--- src/rtl/ssm_pkg.sv ---
package ssm_pkg;

    localparam int unsigned W_Q    = 48;
    localparam int unsigned W_A    = 82;
    localparam int unsigned W_Y    = 98;
    localparam int unsigned W_P    = 114;
    localparam int unsigned W_REM  = 49;
    localparam int unsigned W_CNT  = 7;

    // iteration counts of the shared unit
    localparam logic [W_CNT-1:0] CNT_SQ   = 7'd49;
    localparam logic [W_CNT-1:0] CNT_ROOT = 7'd49;
    localparam logic [W_CNT-1:0] CNT_KD   = 7'd32;
    localparam logic [W_CNT-1:0] CNT_TERM = 7'd81;
    localparam logic [W_CNT-1:0] CNT_UNIT = 7'd33;
    localparam logic [W_CNT-1:0] CNT_DT   = 7'd32;

    // 9.8 in q.32, rounded to nearest
    localparam logic [35:0] GRAV_Q32 = 36'd42090679501;

    localparam logic [31:0] RST_SPRING = 32'd1179648000;
    localparam logic [47:0] RST_REST   = 48'd4294967296;
    localparam logic [31:0] RST_MASS   = 32'd4756330;
    localparam logic [31:0] RST_DT     = 32'd343597;

    typedef enum logic [2:0] {
        CFG_SPRING = 3'd0,
        CFG_REST   = 3'd1,
        CFG_MASS   = 3'd2,
        CFG_ANCH_X = 3'd3,
        CFG_ANCH_Y = 3'd4,
        CFG_DT     = 3'd5
    } t_cfg_idx;

    typedef enum logic [1:0] {
        OP_MUL  = 2'd0,
        OP_DIV  = 2'd1,
        OP_SQRT = 2'd2
    } t_op;

    typedef struct packed {
        logic             start;
        t_op              op;
        logic [W_CNT-1:0] cnt;
        logic [W_A-1:0]   a;
        logic [W_REM-1:0] x_init;
        logic [W_Y-1:0]   y_init;
    } t_unit_req;

    typedef struct packed {
        logic           done;
        logic [W_P-1:0] prod;
        logic [W_A-1:0] quo;
    } t_unit_rsp;

    typedef struct packed {
        logic [W_Q-1:0] val;
        logic           sat;
    } t_sat;

endpackage

--- src/rtl/ssm_unit.sv ---
module ssm_unit import ssm_pkg::*; (
    input  logic      i_clk,
    input  logic      i_rst_n,
    input  t_unit_req i_req,
    output t_unit_rsp o_rsp
);

    logic             r_busy, r_done;
    t_op              r_op;
    logic [W_CNT-1:0] r_cnt;
    logic [W_A-1:0]   r_a;
    logic [W_P-1:0]   r_x;
    logic [W_Y-1:0]   r_y;
    logic [W_A-1:0]   r_q;

    logic [W_P-1:0]   n_x;
    logic [W_Y-1:0]   n_y;
    logic [W_A-1:0]   n_q;

    logic [W_REM:0]   div_t, div_d;
    logic [51:0]      sq_t, sq_trial;

    always_comb begin
        div_t    = {r_x[W_REM-1:0], r_y[W_Y-1]};
        div_d    = {1'b0, r_a[W_REM-1:0]};
        sq_t     = {r_x[49:0], r_y[W_Y-1 -: 2]};
        sq_trial = {1'b0, r_q[48:0], 2'b01};
        n_x      = r_x;
        n_y      = r_y;
        n_q      = r_q;
        unique case (r_op)
            OP_MUL: begin
                // msb-first shift and add
                n_x = {r_x[W_P-2:0], 1'b0} + (r_y[W_Y-1] ? {{(W_P-W_A){1'b0}}, r_a} : '0);
                n_y = {r_y[W_Y-2:0], 1'b0};
            end
            OP_DIV: begin
                // restoring division, one quotient bit
                if (div_t >= div_d) begin
                    n_x = {{(W_P-W_REM){1'b0}}, W_REM'(div_t - div_d)};
                    n_q = {r_q[W_A-2:0], 1'b1};
                end else begin
                    n_x = {{(W_P-W_REM){1'b0}}, div_t[W_REM-1:0]};
                    n_q = {r_q[W_A-2:0], 1'b0};
                end
                n_y = {r_y[W_Y-2:0], 1'b0};
            end
            OP_SQRT: begin
                // two radicand bits, one root bit
                if (sq_t >= sq_trial) begin
                    n_x = {{(W_P-52){1'b0}}, sq_t - sq_trial};
                    n_q = {r_q[W_A-2:0], 1'b1};
                end else begin
                    n_x = {{(W_P-52){1'b0}}, sq_t};
                    n_q = {r_q[W_A-2:0], 1'b0};
                end
                n_y = {r_y[W_Y-3:0], 2'b00};
            end
            default: ;
        endcase
    end

    always_ff @(posedge i_clk) begin
        if (!i_rst_n) begin
            r_busy <= 1'b0;
            r_done <= 1'b0;
            r_op   <= OP_MUL;
            r_cnt  <= '0;
        end else begin
            r_done <= 1'b0;
            if (i_req.start && !r_busy) begin
                r_busy <= 1'b1;
                r_op   <= i_req.op;
                r_cnt  <= i_req.cnt;
                r_a    <= i_req.a;
                r_x    <= {{(W_P-W_REM){1'b0}}, i_req.x_init};
                r_y    <= i_req.y_init;
                r_q    <= '0;
            end else if (r_busy) begin
                r_x   <= n_x;
                r_y   <= n_y;
                r_q   <= n_q;
                r_cnt <= r_cnt - 1'b1;
                if (r_cnt == W_CNT'(1)) begin
                    r_busy <= 1'b0;
                    r_done <= 1'b1;
                end
            end
        end
    end

    assign o_rsp.done = r_done;
    assign o_rsp.prod = r_x;
    assign o_rsp.quo  = r_q;

endmodule

--- config.mk ---
export PLATFORM = sky130hd
export DESIGN_NAME = ssm_unit
export DESIGN_NICKNAME = d
export VERILOG_FILES = /design/src/rtl/ssm_pkg.sv /design/src/rtl/ssm_unit.sv
export SDC_FILE = /design/constraint.sdc
export NUM_CORES = 1
export LEC_CHECK = 0
export ABC_AREA = 0
export BUFFER_PORTS_ARGS = -buffer_cell sky130_fd_sc_hd__buf_4
export CORE_UTILIZATION = 63
export CTS_CLUSTER_SIZE = 28
export DETAILED_ROUTE_END_ITERATION = 12
export MAX_ROUTING_LAYER = met4
export PLACE_DENSITY = 0.87
export SYNTH_ARGS = -nofsm -noshare
export SYNTH_HDL_FRONTEND = slang
export SYNTH_SLANG_ARGS = --single-unit
--- constraint.sdc ---
create_clock -name i_clk -period 21.9 [get_ports i_clk]
set_clock_uncertainty 0.1 [all_clocks]
set_input_delay 2.19 -clock i_clk [delete_from_list [all_inputs] [get_ports i_clk]]
set_output_delay 2.19 -clock i_clk [all_outputs]
set_load 0.005 [all_outputs]
==> metrics.csv <==
metric,value,unit
die_w,219,µm
worstSetupEndpointType,flip-flop,
final_max_slew_viol_count,0,
place_ws,16.81,ns
grt_pass1_vias,26300,
nFillCells,3283,
async_reset_ff_share,0,%
synthCells,3271,
min_path_cells,2,
via_count,27800,
routabilityCongestion,1.07,
setup_tns,0,ns
multi_input_area,0.0163,mm²
synth_area,0.0297,mm²
fmax,188,MHz
worst_slew_pin_slew,1.20,ns
worstPathArrival,5.55,ns
power_density,77.6,mW/mm²
coreArea,0.0466,mm²
cts.path.max_buffers,3,
synth.distinct_cells,98,
antenna_found_initial,8,
grt_max_degree,125,
dpl.hpwl,74400,µm
dr.pass1.iters,8,
power.switching,0.971,mW
path_clk_slew,0.06,ns
synthFlopType,edfxtp_1,
intPower,1.67,mW
initial_core_util,63.8,%
yosysWarnings,0,
setup.worst_path.class,reg -> reg,
htreeDepth,2,
final_antenna_net_count,0,
syn_avg_cell_area,9.07,µm²
period_needed,5.32,ns
nNetsFinal,3946,
critical_path_required,22.14,ns
postCtsSetupBuffers,0,
drtIter0Drc,4131,
p_sw_share,36.8,%
rsz0062_at_grt,false,
leakagePower,13.9,nW
p_comb_share,35.3,%
cts_root_buffer,clkbuf_16,
crit_fanout,51,
grt_pass1_wl,151000,µm
final-hold-violation-count,0,
seq_area_frac_synth,38.8,%
cts_buffers,43,
area_growth,14.6,%
cts_tree,yes,
drive_above_1_share,17.0,%
r2r_cells,17,
cts-resized-gates,0,
synth_edf_count,376,
io_buffers,437,
pwr-share-seq,36.8,%
seq_area,0.0115,mm²
final.period_utilization,24.3,%
start_kind,flip-flop,
grt.total_usage,42.3,%
cts-hold-fix-buffers,0,
hp-class,reg -> reg,
fin_ws,16.58,ns
maxCapViolations,0,
io-pin-count,438,
synth_nets,3701,
slew_headroom,20.2,%
p_clk_share,27.9,%
die-area,0.0480,mm²
drc,0,
numClockSinks,387,
num_rows,79,
yosys_register_bits,387,
avgViaCountPerCell,6.67,
clk_latency,0.64,ns
wl,101000,µm
status,completed,
ir_worst_vdd,0.0000733,V
setup_viol,0,
die_h,219,µm
drt-wirelength-per-cell,24.3,µm
grt_overflow_total,0,
state kept, by name, summed over array words and instances, names as in the netlist:
signal  flops
r_q        82
r_x       114
r_op        2
r_a        82
r_cnt       7
r_done      1
r_y        98
r_busy      1
per-stage QoR:
stage | total power, mW | instances | area, µm² | utilization, % | hold slack, ns
6_report | 2.64 | 4162 | 34000 | 73.1 | 0.424
5_1_grt | 2.74 | 4160 | 34000 | 73.1 | 0.449
4_1_cts | 2.61 | 4153 | 34000 | 73.0 | 0.420
3_5_place_dp | 1.87 | 4078 | 32600 | 70.1 | 0.412
3_3_place_gp | 1.85 | 4078 | 32600 | 70.1 | 0.372
2_1_floorplan | 1.58 | 3271 | 29700 | - | 0.360
logic make-up (layout without fill, tap and decap cells):
| kind of cell | count (synthesis) | count (layout) | share of synthesized area (%) |
|---|---|---|---|
| muxes | 153 | 153 | 5.24 |
| xor gates and xnor gates | 196 | 196 | 5.78 |
| adders and majority gates | 189 | 189 | 8.02 |
| AOI/OAI and AO/OA | 931 | 931 | 20.1 |
| buffers and inverters | 420 | 695 | 6.56 |
| and+or+nand+nor | 995 | 995 | 15.6 |
| DFF | 387 | 387 | 38.8 |
| other | 0 | 9 | 0 |
routing by layer:
metal  part of all wire (%)  track usage (%)
met5                      0                -
met4                    4.3             16.6
met3                     12             8.40
met2                     45             65.0
met1                     39             55.0
Yosys cell counts, types with 39 or more instances:
library cell	instances	share of area [%]
a21oi_1	284	4.8
buf_4	90	2.3
nor3_1	41	0.69
o22ai_1	39	0.82
xnor2_1	121	3.6
nand3_1	50	0.84
inv_1	163	2.1
xor2_1	75	2.2
a21o_1	86	2.2
clkbuf_1	143	1.8
nand2_1	318	4.0
o21ai_0	233	3.9
mux2i_1	134	4.5
nand4_1	70	1.5
ha_1	187	7.9
and2_1	82	1.7
edfxtp_1	376	38
o21bai_1	40	1.0
nor2_1	314	4.0
placed cells by master, fill, tap and decap left out, types with 30 or more instances in the layout:
cell type  instances
a21o_1            86
a21oi_1          283
a31oi_1           30
and2_1            81
buf_4            456
clkbuf_16         43
edfxtp_1         376
ha_1             186
inv_1            163
mux2i_1          134
nand2_1          317
nand3_1           50
nand4_1           70
nor2_1           314
nor3_1            41
o21ai_0          233
o21bai_1          40
o22ai_1           39
xnor2_1          121
xor2_1            75
worst max-delay path, cell delays in order, from the launching register on:
cell	delay, ns
edfxtp_1	0.40
inv_1	0.08
buf_4	0.50
nor2_1	0.11
ha_1	0.25
fa_1	0.42
a21oi_1	0.21
o22ai_1	0.15
o31ai_1	0.76
o41ai_2	0.20
o32ai_1	0.31
buf_4	0.20
o21ai_1	0.13
a2111oi_0	0.52
a211oi_1	0.13
xor2_1	0.19
o22ai_1	0.26
nor2_1	0.10
final cells by class:
type	instances	area share (%)
tap	607	2.23
clock inverter	27	0.842
antenna	9	0.0662
sequential	387	33.8
clock buffer	48	3.22
multi-input combinational	2464	47.9
inverter	164	1.81
timing repair buffer	456	10.1
power by group through the flow:
stage,clock [mW],combinational (mW),sequential [mW]
4_1_cts,0.738,0.904,0.965
6_report,0.738,0.932,0.971
2_1_floorplan,0,0.626,0.958
5_1_grt,0.764,0.999,0.972
3_5_place_dp,0,0.891,0.978
3_3_place_gp,0,0.874,0.974
path summary, 6_finish.rpt:
| check | startpoint | slack [ns] | end |
|---|---|---|---|
| setup / recovery | r_y[97] | 16.58 | r_x[41] |
| hold / removal | r_op[1] | 0.42 | r_op[1] |
| setup reg to reg | r_y[97] | 16.58 | r_x[41] |
| hold reg to reg | r_op[1] | 0.42 | r_op[1] |
Note: power is estimated with default switching activity, not from simulation.
